`src/segment_reorder_receiver_unit_macros.svh`:
```
// Assertion macros for the segment reorder receiver.
// Used by the datapath module; no other dependencies.
`ifndef SEGMENT_REORDER_RECEIVER_UNIT_MACROS_SVH
`define SEGMENT_REORDER_RECEIVER_UNIT_MACROS_SVH

// Same-cycle implication, disabled during reset
`define SRR_ASSERT_IMPL(label, clk, rst, ante, cons) \
   label: assert property (@(posedge clk) disable iff (rst) (ante) |-> (cons)) \
      else $error("srr: implication check failed");

// Next-cycle implication, disabled during reset
`define SRR_ASSERT_NEXT(label, clk, rst, ante, cons) \
   label: assert property (@(posedge clk) disable iff (rst) (ante) |=> (cons)) \
      else $error("srr: next-cycle check failed");

`endif

```
`src/srr_pkg.sv`:
```
// Shared types and constants of the segment reorder receiver.
// Used by the controller, the datapath and the top level.
`default_nettype none

package srr_pkg;

   localparam int WINDOW  = 16;
   localparam int SLOT_W  = $clog2(WINDOW);
   localparam int KCNT_W  = $clog2(WINDOW + 1);

   localparam logic [15:0] CAPACITY_RESET = 16'(9 * 1024);
   localparam logic [16:0] BUFFERED_MAX   = 17'h1FFFF;

   // result kinds
   localparam logic [1:0] KIND_SEG   = 2'd0;
   localparam logic [1:0] KIND_ACK   = 2'd1;
   localparam logic [1:0] KIND_GRANT = 2'd2;

   // input operations
   localparam logic OP_SEGMENT = 1'b0;
   localparam logic OP_READ    = 1'b1;

   // register indexes
   localparam logic CSR_PROTOCOL_TAG    = 1'b0;
   localparam logic CSR_BUFFER_CAPACITY = 1'b1;

   typedef struct packed {
      logic        operation;
      logic [15:0] seq;
      logic [15:0] claimed_len;
      logic [15:0] avail_len;
      logic [7:0]  proto_field;
      logic        is_data;
      logic        segment_ok;
      logic [15:0] request_bytes;
   } req_type;

   typedef struct packed {
      logic [1:0]  kind;
      logic [15:0] seg_seq;
      logic [15:0] seg_len;
      logic [15:0] ack_num;
      logic [15:0] adv_window;
      logic [15:0] granted;
      logic        last;
   } rsp_type;

   // controller to datapath
   typedef struct packed {
      logic load;
      logic store;
      logic emit_head;
      logic emit_drain;
      logic emit_ack;
      logic emit_grant;
   } cmd_type;

   // datapath to controller
   typedef struct packed {
      logic op_read;
      logic seg_accept;
      logic d_zero;
      logic d_window;
      logic slot_hit;
      logic out_free;
   } sts_type;

endpackage

`default_nettype wire

```
`src/segment_reorder_receiver_unit.sv`:
```
// Top level of the segment reorder receiver: joins the sequencer and the
// datapath. Depends on srr_pkg, srr_ctrl and srr_dp.
//
// Usage:
//   req_*  : one word per segment header or application read; taken when
//            req_valid is high and req_stall low.
//   rsp_*  : result words (delivered segment, ack, read grant); the final
//            word of an input carries last.
//   csr_*  : register writes (index 0 protocol tag, 1 buffer capacity); to be
//            written only while the block is idle, which it does not enforce.
// Sequencing: one word is worked at a time by the sequencer. An in-order
//   segment drains each following stored segment through the slot store's
//   registered read port, which is visited once per drained slot.
// Stall: a stalled result holds in the output register; the block may
//   accept a new word meanwhile but waits before emitting the next result.
// Reset: clears expected sequence, slot valid bits, byte count, result
//   valid and the registers to their defaults; there is no clearing pass.
`default_nettype none

module segment_reorder_receiver_unit
   import srr_pkg::*;
(
   input  wire logic        clock,
   input  wire logic        reset,
   input  wire logic        req_valid,
   output logic             req_stall,
   input  wire req_type     req_data,
   output logic             rsp_valid,
   input  wire logic        rsp_stall,
   output rsp_type          rsp_data,
   input  wire logic        csr_we,
   input  wire logic        csr_index,
   input  wire logic [15:0] csr_wdata
);

   cmd_type cmd;
   sts_type sts;

   srr_ctrl u_ctrl (
      .clock     (clock),
      .reset     (reset),
      .req_valid (req_valid),
      .req_stall (req_stall),
      .sts       (sts),
      .cmd       (cmd)
   );

   srr_dp u_dp (
      .clock     (clock),
      .reset     (reset),
      .req_data  (req_data),
      .rsp_data  (rsp_data),
      .rsp_valid (rsp_valid),
      .rsp_stall (rsp_stall),
      .csr_we    (csr_we),
      .csr_index (csr_index),
      .csr_wdata (csr_wdata),
      .cmd       (cmd),
      .sts       (sts)
   );

endmodule

`default_nettype wire

```
`src/srr_ctrl.sv`:
```
// Sequencer of the segment reorder receiver: walks one word through evaluate,
// deliver, check, drain, ack and grant steps. Depends on srr_pkg.
`default_nettype none

module srr_ctrl
   import srr_pkg::*;
(
   input  wire logic    clock,
   input  wire logic    reset,
   input  wire logic    req_valid,
   output logic         req_stall,
   input  wire sts_type sts,
   output cmd_type      cmd
);

   typedef enum logic [2:0] {
      ST_IDLE,
      ST_EVAL,
      ST_DELIVER,
      ST_CHECK,
      ST_DRAIN,
      ST_ACK,
      ST_GRANT
   } state_type;

   state_type          state_ff, state_in;
   logic [KCNT_W-1:0]  k_ff, k_in;

   // take a new word only when idle
   assign req_stall = (state_ff != ST_IDLE);

   // next state and commands
   always_comb begin
      state_in = state_ff;
      k_in     = k_ff;
      cmd      = '0;
      case (state_ff)
         ST_IDLE: begin
            if (req_valid) begin
               cmd.load = 1'b1;
               state_in = ST_EVAL;
            end
         end
         ST_EVAL: begin
            if (sts.op_read) begin
               state_in = ST_GRANT;
            end else if (!sts.seg_accept) begin
               state_in = ST_IDLE;
            end else if (sts.d_zero) begin
               state_in = ST_DELIVER;
            end else if (sts.d_window) begin
               cmd.store = 1'b1;
               state_in  = ST_ACK;
            end else begin
               state_in = ST_ACK;
            end
         end
         ST_DELIVER: begin
            if (sts.out_free) begin
               cmd.emit_head = 1'b1;
               k_in          = KCNT_W'(1);
               state_in      = ST_CHECK;
            end
         end
         ST_CHECK: begin
            // the slot read issued here is ready in the drain step
            if (sts.slot_hit && (k_ff < KCNT_W'(WINDOW))) begin
               state_in = ST_DRAIN;
            end else begin
               state_in = ST_ACK;
            end
         end
         ST_DRAIN: begin
            if (sts.out_free) begin
               cmd.emit_drain = 1'b1;
               k_in           = k_ff + KCNT_W'(1);
               state_in       = ST_CHECK;
            end
         end
         ST_ACK: begin
            if (sts.out_free) begin
               cmd.emit_ack = 1'b1;
               state_in     = ST_IDLE;
            end
         end
         ST_GRANT: begin
            if (sts.out_free) begin
               cmd.emit_grant = 1'b1;
               state_in       = ST_IDLE;
            end
         end
         default: begin
            state_in = ST_IDLE;
         end
      endcase
   end

   // hold state and result count
   always_ff @(posedge clock) begin
      if (reset) begin
         state_ff <= ST_IDLE;
         k_ff     <= '0;
      end else begin
         state_ff <= state_in;
         k_ff     <= k_in;
      end
   end

endmodule

`default_nettype wire

```
`src/srr_dp.sv`:
```
// Datapath of the segment reorder receiver: registers, slot store, byte
// count and result register. Depends on srr_pkg and the macros header.
`default_nettype none

`include "segment_reorder_receiver_unit_macros.svh"

module srr_dp
   import srr_pkg::*;
(
   input  wire logic        clock,
   input  wire logic        reset,
   input  wire req_type     req_data,
   output rsp_type          rsp_data,
   output logic             rsp_valid,
   input  wire logic        rsp_stall,
   input  wire logic        csr_we,
   input  wire logic        csr_index,
   input  wire logic [15:0] csr_wdata,
   input  wire cmd_type     cmd,
   output sts_type          sts
);

   logic [7:0]        protocol_tag_ff;
   logic [15:0]       buffer_capacity_ff;
   req_type           req_ff;
   logic [15:0]       next_expected_ff, next_expected_in;
   logic [SLOT_W-1:0] ptr_ff, ptr_in;
   logic [WINDOW-1:0] slot_valid_ff;
   logic [15:0]       slot_len_mem [WINDOW];
   logic [15:0]       slot_rd_ff;
   logic [16:0]       buffered_ff, buffered_in;
   rsp_type           rsp_ff, rsp_in;
   logic              rsp_valid_ff, rsp_valid_in;

   logic [15:0]       seg_len;
   logic [15:0]       seq_gap;
   logic [SLOT_W:0]   slot_sum;
   logic [SLOT_W-1:0] store_slot;
   logic [15:0]       add_len;
   logic [17:0]       add_sum;
   logic [15:0]       room;
   logic [15:0]       grant_n;
   logic              advance;
   logic [15:0]       seq_plus_one;
   logic [3:0]        emit_vec;
   logic              emit_any;

   // clamp length and window test
   assign seg_len  = (req_ff.claimed_len < req_ff.avail_len) ?
                     req_ff.claimed_len : req_ff.avail_len;
   assign seq_gap  = req_ff.seq - next_expected_ff;

   // slot of a stored sequence: offset from the pointer, or the raw low bits
   // when the sequence has wrapped past zero
   assign slot_sum = {1'b0, ptr_ff} + {1'b0, seq_gap[SLOT_W-1:0]};
   always_comb begin
      if (req_ff.seq < next_expected_ff) begin
         store_slot = req_ff.seq[SLOT_W-1:0];
      end else if (slot_sum >= (SLOT_W+1)'(WINDOW)) begin
         store_slot = SLOT_W'(slot_sum - (SLOT_W+1)'(WINDOW));
      end else begin
         store_slot = slot_sum[SLOT_W-1:0];
      end
   end

   // status to controller
   assign sts.op_read    = (req_ff.operation == OP_READ);
   assign sts.seg_accept = req_ff.segment_ok && req_ff.is_data &&
                           (req_ff.proto_field == protocol_tag_ff);
   assign sts.d_zero     = (seq_gap == 16'd0);
   assign sts.d_window   = (seq_gap < 16'(WINDOW));
   assign sts.slot_hit   = slot_valid_ff[ptr_ff];
   assign sts.out_free   = !rsp_valid_ff || !rsp_stall;

   // byte count, advertised window and grant
   assign add_len = cmd.emit_drain ? slot_rd_ff : seg_len;
   assign add_sum = {1'b0, buffered_ff} + {2'b00, add_len};
   assign room    = (buffered_ff >= {1'b0, buffer_capacity_ff}) ? 16'd0 :
                    (buffer_capacity_ff - buffered_ff[15:0]);
   assign grant_n = (buffered_ff < {1'b0, req_ff.request_bytes}) ?
                    buffered_ff[15:0] : req_ff.request_bytes;
   assign advance = cmd.emit_head || cmd.emit_drain;

   always_comb begin
      buffered_in = buffered_ff;
      if (advance) begin
         buffered_in = (add_sum > {1'b0, BUFFERED_MAX}) ? BUFFERED_MAX :
                       add_sum[16:0];
      end else if (cmd.emit_grant) begin
         buffered_in = buffered_ff - {1'b0, grant_n};
      end
   end

   // advance expected sequence and its slot pointer together
   assign seq_plus_one = next_expected_ff + 16'd1;
   always_comb begin
      next_expected_in = next_expected_ff;
      ptr_in           = ptr_ff;
      if (advance) begin
         next_expected_in = seq_plus_one;
         if (next_expected_ff == 16'hFFFF) begin
            ptr_in = '0;
         end else if (ptr_ff == SLOT_W'(WINDOW - 1)) begin
            ptr_in = '0;
         end else begin
            ptr_in = ptr_ff + SLOT_W'(1);
         end
      end
   end

   // build the result word
   always_comb begin
      rsp_in       = rsp_ff;
      rsp_valid_in = rsp_valid_ff && rsp_stall;
      if (advance) begin
         rsp_in         = '0;
         rsp_in.kind    = KIND_SEG;
         rsp_in.seg_seq = cmd.emit_drain ? next_expected_ff : req_ff.seq;
         rsp_in.seg_len = add_len;
         rsp_valid_in   = 1'b1;
      end else if (cmd.emit_ack) begin
         rsp_in            = '0;
         rsp_in.kind       = KIND_ACK;
         rsp_in.ack_num    = next_expected_ff;
         rsp_in.adv_window = room;
         rsp_in.last       = 1'b1;
         rsp_valid_in      = 1'b1;
      end else if (cmd.emit_grant) begin
         rsp_in         = '0;
         rsp_in.kind    = KIND_GRANT;
         rsp_in.granted = grant_n;
         rsp_in.last    = 1'b1;
         rsp_valid_in   = 1'b1;
      end
   end

   assign rsp_data  = rsp_ff;
   assign rsp_valid = rsp_valid_ff;

   // control state
   always_ff @(posedge clock) begin
      if (reset) begin
         protocol_tag_ff    <= 8'd0;
         buffer_capacity_ff <= CAPACITY_RESET;
         next_expected_ff   <= '0;
         ptr_ff             <= '0;
         slot_valid_ff      <= '0;
         buffered_ff        <= '0;
         rsp_valid_ff       <= 1'b0;
      end else begin
         if (csr_we) begin
            case (csr_index)
               CSR_PROTOCOL_TAG:    protocol_tag_ff    <= csr_wdata[7:0];
               CSR_BUFFER_CAPACITY: buffer_capacity_ff <= csr_wdata;
               default: begin
               end
            endcase
         end
         next_expected_ff <= next_expected_in;
         ptr_ff           <= ptr_in;
         buffered_ff      <= buffered_in;
         rsp_valid_ff     <= rsp_valid_in;
         if (cmd.store) begin
            slot_valid_ff[store_slot] <= 1'b1;
         end else if (cmd.emit_drain) begin
            slot_valid_ff[ptr_ff] <= 1'b0;
         end
      end
   end

   // payload registers
   always_ff @(posedge clock) begin
      if (cmd.load) begin
         req_ff <= req_data;
      end
      rsp_ff <= rsp_in;
   end

   // slot length store, registered read at the pointer
   always_ff @(posedge clock) begin
      if (cmd.store) begin
         slot_len_mem[store_slot] <= seg_len;
      end
      slot_rd_ff <= slot_len_mem[ptr_ff];
   end

   // gather the emit commands for the checks below
   assign emit_vec = {cmd.emit_head, cmd.emit_drain, cmd.emit_ack, cmd.emit_grant};
   assign emit_any = advance || cmd.emit_ack || cmd.emit_grant;

   `SRR_ASSERT_IMPL(a_one_emit, clock, reset, 1'b1, $onehot0(emit_vec))
   `SRR_ASSERT_IMPL(a_drain_hit, clock, reset, cmd.emit_drain, slot_valid_ff[ptr_ff])
   `SRR_ASSERT_NEXT(a_seq_step, clock, reset, advance, next_expected_ff == $past(seq_plus_one))
   `SRR_ASSERT_IMPL(a_emit_free, clock, reset, emit_any, sts.out_free)

endmodule

`default_nettype wire
```
`config.mk`:
```
export PLATFORM = sky130hd
export DESIGN_NAME = segment_reorder_receiver_unit
export DESIGN_NICKNAME = d
export VERILOG_FILES = /design/src/srr_pkg.sv /design/src/segment_reorder_receiver_unit.sv /design/src/srr_ctrl.sv /design/src/srr_dp.sv
export VERILOG_INCLUDE_DIRS = /design/src /design/src/src
export SDC_FILE = /design/constraint.sdc
export NUM_CORES = 1
export LEC_CHECK = 0
export ABC_CLOCK_PERIOD_IN_PS = 14620
export BUFFER_PORTS_ARGS = -buffer_cell sky130_fd_sc_hd__buf_2
export CORE_UTILIZATION = 35
export CTS_BUF_LIST = sky130_fd_sc_hd__clkbuf_4
export CTS_CLUSTER_SIZE = 30
export DETAILED_ROUTE_END_ITERATION = 7
export MAX_ROUTING_LAYER = met4
export PLACE_DENSITY = 0.55
export SLEW_MARGIN = 20
export SYNTH_ARGS = -nofsm -noshare
export SYNTH_HDL_FRONTEND = slang
export SYNTH_SLANG_ARGS = --single-unit
```
`constraint.sdc`:
```
create_clock -name clock -period 14.62 [get_ports clock]
set_clock_uncertainty 0.05 [all_clocks]
set_input_delay 2.924 -clock clock [delete_from_list [all_inputs] [get_ports clock]]
set_output_delay 2.924 -clock clock [all_outputs]
set_load 0.05 [all_outputs]
```
==> results of run 1 <==
==> logic make-up after synthesis <==
family / Yosys count / share of synthesized area
flops: 516 / 0.575
buf+inv: 204 / 0.0332
xor+xnor: 62 / 0.0224
mux: 131 / 0.0981
simple gates: 478 / 0.0960
compound gates: 405 / 0.110
fa+ha+maj: 123 / 0.0650
==> routing by layer <==
| layer | vias to the layer above | track usage | part of all wire |
|---|---|---|---|
| met5 | - | - | 0 |
| met4 | 0 | 0.0781 | 0.029 |
| met3 | 121 | 0.0477 | 0.055 |
| met2 | 475 | 0.328 | 0.50 |
| met1 | 8282 | 0.226 | 0.41 |
| li1 | 7852 | - | - |
==> state kept, by name, indices dropped and copies added (netlist names) <==
name / cells
u_dp.slot_len_mem: 256
u_dp.rsp_data: 83
u_dp.req_ff: 74
u_dp.buffered_ff: 17
u_dp.buffer_capacity_ff: 16
u_dp.next_expected_ff: 16
u_dp.slot_rd_ff: 16
u_dp.slot_valid_ff: 16
u_dp.protocol_tag_ff: 8
u_ctrl.k_ff: 5
u_dp.ptr_ff: 4
u_ctrl.state_ff: 3
u_dp.rsp_valid: 1
u_dp.sts: 1
==> report_power, final <==
part	total, mW	internal [mW]	leakage (nW)	switching (mW)
sequential	1.74	1.67	4.56	0.0647
combinational	0.843	0.298	5.04	0.545
clock	1.34	0.715	1.11	0.622
total	3.92	2.69	10.7	1.23
==> cell type report <==
cell class | instances | share of cell area
repair buffers | 215 | 0.0411
clock inverters | 42 | 0.0104
flip-flops and latches | 516 | 0.495
multi-input cells | 1199 | 0.341
diodes | 4 | 0.000355
well taps | 931 | 0.0413
clock buffers | 209 | 0.0556
inverters | 118 | 0.0157
==> cell usage after synthesis (all sizes together) (7+ instances only) <==
master	number	share of area
nor3b	10	0.0035
o21ai	85	0.018
nor3	25	0.0052
nor4	24	0.0085
nor2b	11	0.0028
nand2b	23	0.0059
o211ai	9	0.0028
nor2	134	0.021
buf	28	0.0060
inv	118	0.018
a22o	11	0.0040
a21o	27	0.0084
xnor2	43	0.016
mux2i	41	0.017
edfxtp	363	0.45
mux4	85	0.079
clkbuf	58	0.0090
ha	118	0.061
or2	7	0.0018
a22oi	13	0.0040
o21a	19	0.0059
xor2	19	0.0069
a21oi	123	0.026
dfxtp	153	0.13
nand2	168	0.026
or3	15	0.0043
nand4	15	0.0045
a211oi	35	0.011
o211a	10	0.0041
nand3	22	0.0045
o22ai	10	0.0026
a2111oi	8	0.0029
==> stage by stage <==
| step | instance area (µm²) | util | hold WS (ps) | total power [mW] | instances |
|---|---|---|---|---|---|
| after global placement | 26400 | 0.384 | 387 | 2.60 | 2979 |
| after global routing | 28200 | 0.412 | 418 | 4.12 | 3234 |
| final | 28200 | 0.412 | 396 | 3.92 | 3234 |
| after floorplan | 24300 | - | 372 | 2.36 | 1919 |
| after CTS | 28200 | 0.411 | 396 | 3.97 | 3230 |
| after detailed placement | 26400 | 0.384 | 384 | 2.61 | 2979 |
==> worst max-delay path: cells and delay by family <==
| family | cells | cell delay (ps) |
|---|---|---|
| AO/OA/AOI/OAI | 7 | 1850 |
| AND/OR/NAND/NOR | 5 | 1180 |
| adder cells (fa/ha/maj) | 1 | 370 |
| buffers and inverters | 1 | 120 |
==> worst max path at each step <==
stage | startpoint | to | depth (start not counted)
after floorplan | req_valid | u_dp.req_ff[0]$_DFFE_PP_ | 2
after global placement | rsp_stall | u_dp.buffered_ff[16]$_SDFFE_PP0P_ | 16
after detailed placement | rsp_stall | u_dp.buffered_ff[9]$_SDFFE_PP0P_ | 14
after CTS | u_dp.req_ff[51]$_DFFE_PP_ | u_dp.buffered_ff[9]$_SDFFE_PP0P_ | 18
after global routing | rsp_stall | u_dp.buffered_ff[9]$_SDFFE_PP0P_ | 14
final | rsp_stall | u_dp.buffered_ff[9]$_SDFFE_PP0P_ | 14
==> qor.csv, run 1 <==
stage,metric,value,unit
routing,final_antenna_net_count,0,
floorplan,die-height,265,µm
logic_synthesis,synth_top_flop_cell,edfxtp_1,
sta,tightest_slew,1090,ps
finish,layout-drive-gt1-share,0.251,
finish,final_cell_mix,"edfxtp_1, clkbuf_4, buf_2, nand2_1, dfxtp_1",
logic_synthesis,ys_seq_area_frac,0.575,
cts,postCtsSetupBuffers,0,
global_routing,grt_pass1_wl,100000,µm
sta,fmax,0.175,GHz
logic_synthesis,netlist_instances,1919,
floorplan,start_util,0.354,
sta,fin_tns_setup,0,ps
routing,firstDrtPassIters,5,
outcome,outcome,"finished, final reports clean",
sta,fin_crit,5710,ps
cts,ctsLongestPathBuffers,3,
floorplan,rows,96,
sta,timing.slew.headroom,0.255,
worst_hold_path,worstHoldPathType,reg -> reg,
finish,seqCellArea,14000,µm²
worst_setup_path,crit_type,in -> reg,
worst_setup_path,reg2reg_slack,9070,ps
global_routing,grt_max_degree,61,
place,place.gp.congestion,0.896,
routing,drtIter0Drc,1049,
sta,finalCritPeriodShare,0.391,
sta,rsz0062_at_grt,no,
power_and_ir_drop,ir_drop,0.0653,mV
worst_setup_path,worstPathMaxFanout,36,
routing,post-route-drc-count,0,
finish,layout.cells.most_common,edfxtp_1,
worst_setup_path,critPathLaunchType,input port,
sta,finalHoldViolCount,0,
place,port_buffers,181,
worst_hold_path,min_from,u_dp.rsp_data[81]$_SDFFE_PN0P_,
cts,cts_sinks,516,
logic_synthesis,synth.avg_cell_area,12.6,µm²
floorplan,dieArea,70400,µm²
logic_synthesis,ys_types,86,
worst_setup_path,arrival,6490,ps
power_and_ir_drop,p_leak,10.7,nW
worst_setup_path,crit_top_cell,nor2_1,
floorplan,die_x,265,µm
logic_synthesis,synth-edff-count,363,
worst_setup_path,r2r-end,u_dp.buffered_ff[16]$_SDFFE_PP0P_,
worst_setup_path,cpPeakStageDelay,470,ps
flow_run,maxCapViolCount,0,
global_routing,grt_pass1_vias,17000,
worst_setup_path,crit_path_end_kind,register,
cts,cts_tree,built,
finish,final_nets,2412,
worst_setup_path,cpMaxStageDelayCell,o21ai_1,
logic_synthesis,yosys_warnings,0,
place,preCtsSetupSlack,7930,ps
worst_setup_path,required,15400,ps
floorplan,io_pins,182,
worst_setup_path,r2r-start,u_dp.buffered_ff[1]$_SDFFE_PP0P_,
sta,final_max_slew_viol_count,0,
floorplan,core,68600,µm²
finish,multi_input_area,9620,µm²
cts,cts-root-buf,clkbuf_4,
routing,drt-vias-per-instance,5.17,
logic_synthesis,ys_ff_latch,516,
routing,dr_total_vias,16700,
cts,numCtsBuffers,142,
logic_synthesis,syn_nets,2139,
worst_setup_path,r2r_cells,17,
sta,worst_slack,8910,ps
routing,wl_per_cell,20.7,µm
global_routing,antenna_found_initial,3,
sta,setup_violations,0,
logic_synthesis,synth_area,24300,µm²
worst_setup_path,path_cells,buf_2 > nand2_1 > nand2_2 > nor2_1 > a21oi_1 > ha_1 > o21ai_0 > nor2_1 > o21ai_1 > o31ai_1 > a21oi_1 > o21ai_1 > nor2_1 > a2111oi_0,
cts,h-tree-depth,4,
routing,totalWireLength,67000,µm
cts,clock_latency,990,ps
worst_hold_path,holdPathStages,2,
global_routing,grt_usage,0.196,
finish,area_delta_synth_final,16.3,%
cts,hold_buffers,0,
logic_synthesis,async_reset_ff_frac,0,
worst_hold_path,min_to,u_dp.rsp_data[81]$_SDFFE_PN0P_,
power_and_ir_drop,power.density,139,nW/µm²
finish,n_fill_cell,6490,
global_routing,grt_remaining_overflow,0,
cts,cts_resized,0,
cts,clk_pin_slew,70,ps
place,dp_hpwl,46300,µm
Power figures use the tool's default switching activity.
==> run 2, diff against run 1 <==
Settings changed: ABC_CLOCK_PERIOD_IN_PS 14620 to 5450.
Clock period 14.62 ns to 5.45 ns, I/O delays scaled along.
==> run 2 against run 1 <==
Against the previous run:
- wire length rose by 0.65%
- global-route usage rose by 0.26 points
- sequential share of layout area fell by 0.27 points
- final area rose by 0.53%
- sequential power rose to 2.7 times the previous value
- critical path depth rose by 7
- worst setup slack got worse by 8500 ps
- total power rose to 2.7 times the previous value
- worst hold slack got worse by 140 ps
- sequential cell count did not move
==> qor.csv, run 2 (synthesis gave the netlist of run 1 again) <==
stage,metric,value,unit
finish,layout-drive-gt1-share,0.259,
sta,timing.slew.headroom,0.348,
global_routing,grt_pass1_vias,17000,
worst_hold_path,worstHoldPathType,in -> reg,
cts,clock_latency,980,ps
sta,rsz0062_at_grt,no,
finish,final_cell_mix,"edfxtp_1, clkbuf_4, buf_2, nand2_1, dfxtp_1",
sta,fmax,0.198,GHz
worst_setup_path,crit_type,reg -> reg,
routing,post-route-drc-count,0,
finish,final_nets,2429,
routing,firstDrtPassIters,7,
finish,layout.cells.most_common,edfxtp_1,
sta,finalCritPeriodShare,0.927,
global_routing,grt_usage,0.199,
cts,cts_sinks,516,
outcome,outcome,"finished, final reports clean",
cts,h-tree-depth,4,
finish,regMostFlops,u_dp.slot_len_mem,
finish,largest_reg_flops,256,
flow_run,maxCapViolCount,0,
worst_setup_path,required,6260,ps
global_routing,antenna_found_initial,6,
sta,setup_violations,0,
global_routing,grt_remaining_overflow,0,
routing,dr_total_vias,16700,
cts,clk_pin_slew,70,ps
routing,drtIter0Drc,1096,
place,place.gp.congestion,0.885,
floorplan,die-height,265,µm
cts,postCtsSetupBuffers,0,
routing,drt-vias-per-instance,5.14,
cts,numCtsBuffers,141,
floorplan,rows,96,
routing,wl_per_cell,20.7,µm
cts,ctsLongestPathBuffers,3,
floorplan,core,68600,µm²
place,port_buffers,181,
floorplan,start_util,0.354,
finish,final_cells,3253,
sta,fin_tns_setup,0,ps
worst_setup_path,critPathLaunchType,register,
sta,fin_crit,5050,ps
worst_setup_path,worstPathMaxFanout,6,
finish,area_delta_synth_final,16.9,%
floorplan,die_x,265,µm
place,dp_hpwl,46500,µm
global_routing,grt_pass1_wl,102000,µm
finish,utilization,0.414,
sta,finalHoldWorstSlack,255,ps
power_and_ir_drop,power.density,369,nW/µm²
cts,cts-root-buf,clkbuf_4,
worst_setup_path,arrival,5860,ps
cts,cts_tree,built,
sta,finalHoldViolCount,0,
finish,multi_input_area,9640,µm²
finish,seqCellArea,14000,µm²
sta,tightest_slew,978,ps
power_and_ir_drop,ir_drop,0.178,mV
place,dp_cells,2997,
worst_setup_path,crit_path_end_kind,register,
finish,n_fill_cell,6480,
sta,final_max_slew_viol_count,0,
routing,final_antenna_net_count,0,
routing,totalWireLength,67400,µm
floorplan,dieArea,70400,µm²
power_and_ir_drop,p_leak,10.8,nW
floorplan,io_pins,182,
global_routing,grt_max_degree,63,
run 2: metal layers:
metal | up-vias | part of all wire | GRT usage
met4 | 0 | 0.029 | 0.0808
met2 | 447 | 0.50 | 0.329
li1 | 7856 | - | -
met1 | 8282 | 0.42 | 0.238
met5 | - | 0 | -
met3 | 129 | 0.045 | 0.0380
run 2: repair_timing:
| action | CTS | global route |
|---|---|---|
| hold buffers | 0 | 0 |
| setup endpoints to repair | 0 | 7 |
| gates resized for setup | 0 | 5 |
run 2: final timing paths:
path / from / end / slack [ps] / depth (start not counted)
setup / recovery: u_dp.req_ff[51]$_DFFE_PP_ / u_dp.buffered_ff[16]$_SDFFE_PP0P_ / 400 / 21
hold / removal: req_data[31] / u_dp.req_ff[31]$_DFFE_PP_ / 260 / 1
setup reg to reg: u_dp.req_ff[51]$_DFFE_PP_ / u_dp.buffered_ff[16]$_SDFFE_PP0P_ / 400 / 21
hold reg to reg: u_dp.rsp_data[7]$_SDFFE_PP0P_ / u_dp.rsp_data[7]$_SDFFE_PP0P_ / 400 / 2
run 2: critical path, stage by stage, from the launching register on:
cell and delay [ps]:
edfxtp_1 410, ha_1 310, a21o_1 160, a21o_1 170
a21o_1 180, nor4_1 170, o21a_1 160, o31a_1 360
mux2i_1 130, buf_4 160, a21oi_1 190, ha_1 240
inv_1 60, fa_1 390, nor2b_1 160, o31a_1 190
o41a_1 210, a21boi_0 190, a211o_1 340, o221a_2 260
or3_1 300, a31oi_1 150
run 2: stage by stage:
stage | cell area, µm² | setup slack [ps] | power (mW)
2_1_floorplan | 24300 | 464 | 6.34
3_3_place_gp | 26500 | 359 | 7.01
3_5_place_dp | 26500 | 259 | 7.05
4_1_cts | 28300 | 176 | 10.6
5_1_grt | 28400 | 21.1 | 11.1
6_report | 28400 | 397 | 10.5
run 2: cell type report:
type,count,share of cell area
clock buffers,215,0.0569
well taps,931,0.0411
inverters,118,0.0156
multi-input cells,1199,0.340
repair buffers,233,0.0466
clock inverters,35,0.00754
diodes,6,0.000529
flip-flops and latches,516,0.492
run 2: power by group:
group,internal [mW],total (mW),switching [mW]
clock network,1.82,3.50,1.68
registers,4.49,4.64,0.150
logic,0.831,2.34,1.51
total,7.14,10.5,3.34
==> run 3, diff against run 2 <==
Settings changed: CORE_UTILIZATION 35 to 63, PLACE_DENSITY 0.55 to 0.83.
==> run 3 against run 2 <==
Against the previous run:
- final area fell by 2.5%
- clock power shrank 4%
- worst hold slack gained 110 ps
- largest power group unchanged
- register-to-register slack got worse by 20 ps
- fmax shrank 0.33%
- critical path depth decreased by 3
==> qor.csv, run 3 (synthesis gave the netlist of run 1 again) <==
stage,metric,value,unit
outcome,outcome,"finished, final reports clean",
power_and_ir_drop,ir_drop,0.246,mV
sta,rsz0062_at_grt,no,
floorplan,dieArea,39300,µm²
worst_setup_path,cpPeakStageDelay,440,ps
place,port_buffers,181,
floorplan,die_x,198,µm
worst_setup_path,r2r-start,u_dp.req_ff[51]$_DFFE_PP_,
power_and_ir_drop,swShare,0.308,
cts,ctsLongestPathBuffers,3,
finish,layout-drive-gt1-share,0.247,
sta,fmax,0.197,GHz
place,dp_hpwl,40300,µm
worst_setup_path,critPathLaunchType,register,
routing,totalWireLength,60400,µm
worst_setup_path,crit_top_cell,a21o_1,
finish,area_delta_synth_final,14.0,%
floorplan,start_util,0.643,
worst_setup_path,required,6090,ps
worst_hold_path,worstHoldPathType,in -> reg,
worst_setup_path,startpoint,u_dp.req_ff[51]$_DFFE_PP_,
cts,postCtsSetupBuffers,0,
routing,post-route-drc-count,0,
sta,finalHoldWorstSlack,368,ps
power_and_ir_drop,p_leak,10.7,nW
routing,final_antenna_net_count,0,
sta,setup_violations,0,
cts,cts_sinks,516,
floorplan,core,37800,µm²
routing,drt-vias-per-instance,6.12,
cts,numCtsBuffers,131,
sta,timing.slew.headroom,0.317,
finish,n_fill_cell,2413,
cts,clock_latency,850,ps
power_and_ir_drop,switchingPower,3.16,mW
global_routing,grt_pass1_wl,92800,µm
finish,regMostFlops,u_dp.slot_len_mem,
finish,final_cell_mix,"edfxtp_1, clkbuf_4, buf_2, nand2_1, dfxtp_1",
finish,final_nets,2411,
routing,wl_per_cell,21.5,µm
sta,finalCritPeriodShare,0.930,
sta,finalHoldViolCount,0,
finish,layout.cells.most_common,edfxtp_1,
sta,fin_crit,5070,ps
global_routing,grt_max_degree,72,
power_and_ir_drop,p_int,7.09,mW
finish,largest_reg_flops,256,
worst_setup_path,worstPathMaxFanout,11,
routing,drtIter0Drc,1364,
cts,cts-root-buf,clkbuf_4,
sta,final_max_slew_viol_count,0,
floorplan,rows,71,
worst_hold_path,min_from,req_data[24],
cts,hold_buffers,0,
place,place.gp.congestion,0.968,
sta,fin_tns_setup,0,ps
worst_setup_path,path_cells,ha_1 > a21o_1 > a21o_1 > a21o_1 > nor4_1 > o21a_1 > o31a_2 > buf_4 > mux2i_1 > a21oi_1 > ha_1 > o21ai_0 > nor2_1 > o21ai_1 > o31ai_1 > a21oi_1 > o21a_1 > a2111oi_0,
worst_setup_path,crit_path_end_kind,register,
worst_setup_path,crit_type,reg -> reg,
power_and_ir_drop,power.density,371,nW/µm²
routing,dr_total_vias,17200,
routing,firstDrtPassIters,6,
power_and_ir_drop,seq_power_share,0.453,
global_routing,antenna_found_initial,2,
global_routing,grt_usage,0.325,
floorplan,io_pins,182,
cts,cts_tree,built,
power_and_ir_drop,pwr-share-clk,0.328,
power_and_ir_drop,p_comb_frac,0.219,
worst_setup_path,arrival,5710,ps
cts,clk_pin_slew,70,ps
global_routing,grt_remaining_overflow,0,
flow_run,maxCapViolCount,0,
global_routing,grt_pass1_vias,17000,
sta,tightest_slew,1020,ps
cts,cts_resized,0,
cts,h-tree-depth,4,
floorplan,die-height,198,µm
worst_setup_path,cpMaxStageDelayCell,o31ai_1,
[run 3: final timing paths]
kind	cells after the start	slack (ps)	to
max reg2reg	18	380	u_dp.buffered_ff[5]$_SDFFE_PP0P_
min reg2reg	2	400	u_dp.rsp_data[45]$_SDFFE_PN0P_
max	18	380	u_dp.buffered_ff[5]$_SDFFE_PP0P_
min	1	370	u_dp.req_ff[24]$_DFFE_PP_
[run 3: layout make-up]
type                            count  area [µm²]  area share
Tap cell                          511         639      0.0231
Antenna cell                        3        7.51    0.000271
Sequential cell                   516       14000       0.505
Clock inverter                     45         279      0.0101
Multi-Input combinational cell   1199        9630       0.348
Timing Repair Buffer              225        1240      0.0447
Clock buffer                      195        1460      0.0529
Inverter                          118         443      0.0160
[run 3: layer usage]
metal  GRT usage  part of all wire  up-vias
met5           -                 0        -
li1            -                 -     7835
met3      0.0617             0.086      157
met4       0.153             0.038        0
met1       0.401              0.38     8366
met2       0.520              0.49      859
[run 3: power groups by stage]
stage	Sequential, mW	Clock [mW]	Combinational (mW)
final	4.65	3.36	2.24
after floorplan	4.90	0	1.44
after global placement	4.72	0	2.13
after CTS	4.64	3.42	2.22
after global routing	4.67	3.63	2.45
after detailed placement	4.73	0	2.20
[run 3: critical path, delay by kind of cell (launching register included)]
family	cells	cell delay, ps
adders and majority gates	2	660
and+or+nand+nor	2	400
DFF	1	380
buffers and inverters	1	270
muxes	1	320
AOI/OAI and AO/OA	12	2840
[run 3: through the flow]
step / util / worst slack, ps / instance area (µm²) / std cells / power [mW]
floorplan: - / 464 / 24300 / 1919 / 6.34
global placement: 0.686 / 550 / 25900 / 2569 / 6.86
detailed placement: 0.686 / 315 / 25900 / 2569 / 6.93
CTS: 0.732 / 215 / 27600 / 2809 / 10.3
global route: 0.733 / 46.7 / 27700 / 2812 / 10.7
finish: 0.733 / 380 / 27700 / 2812 / 10.2
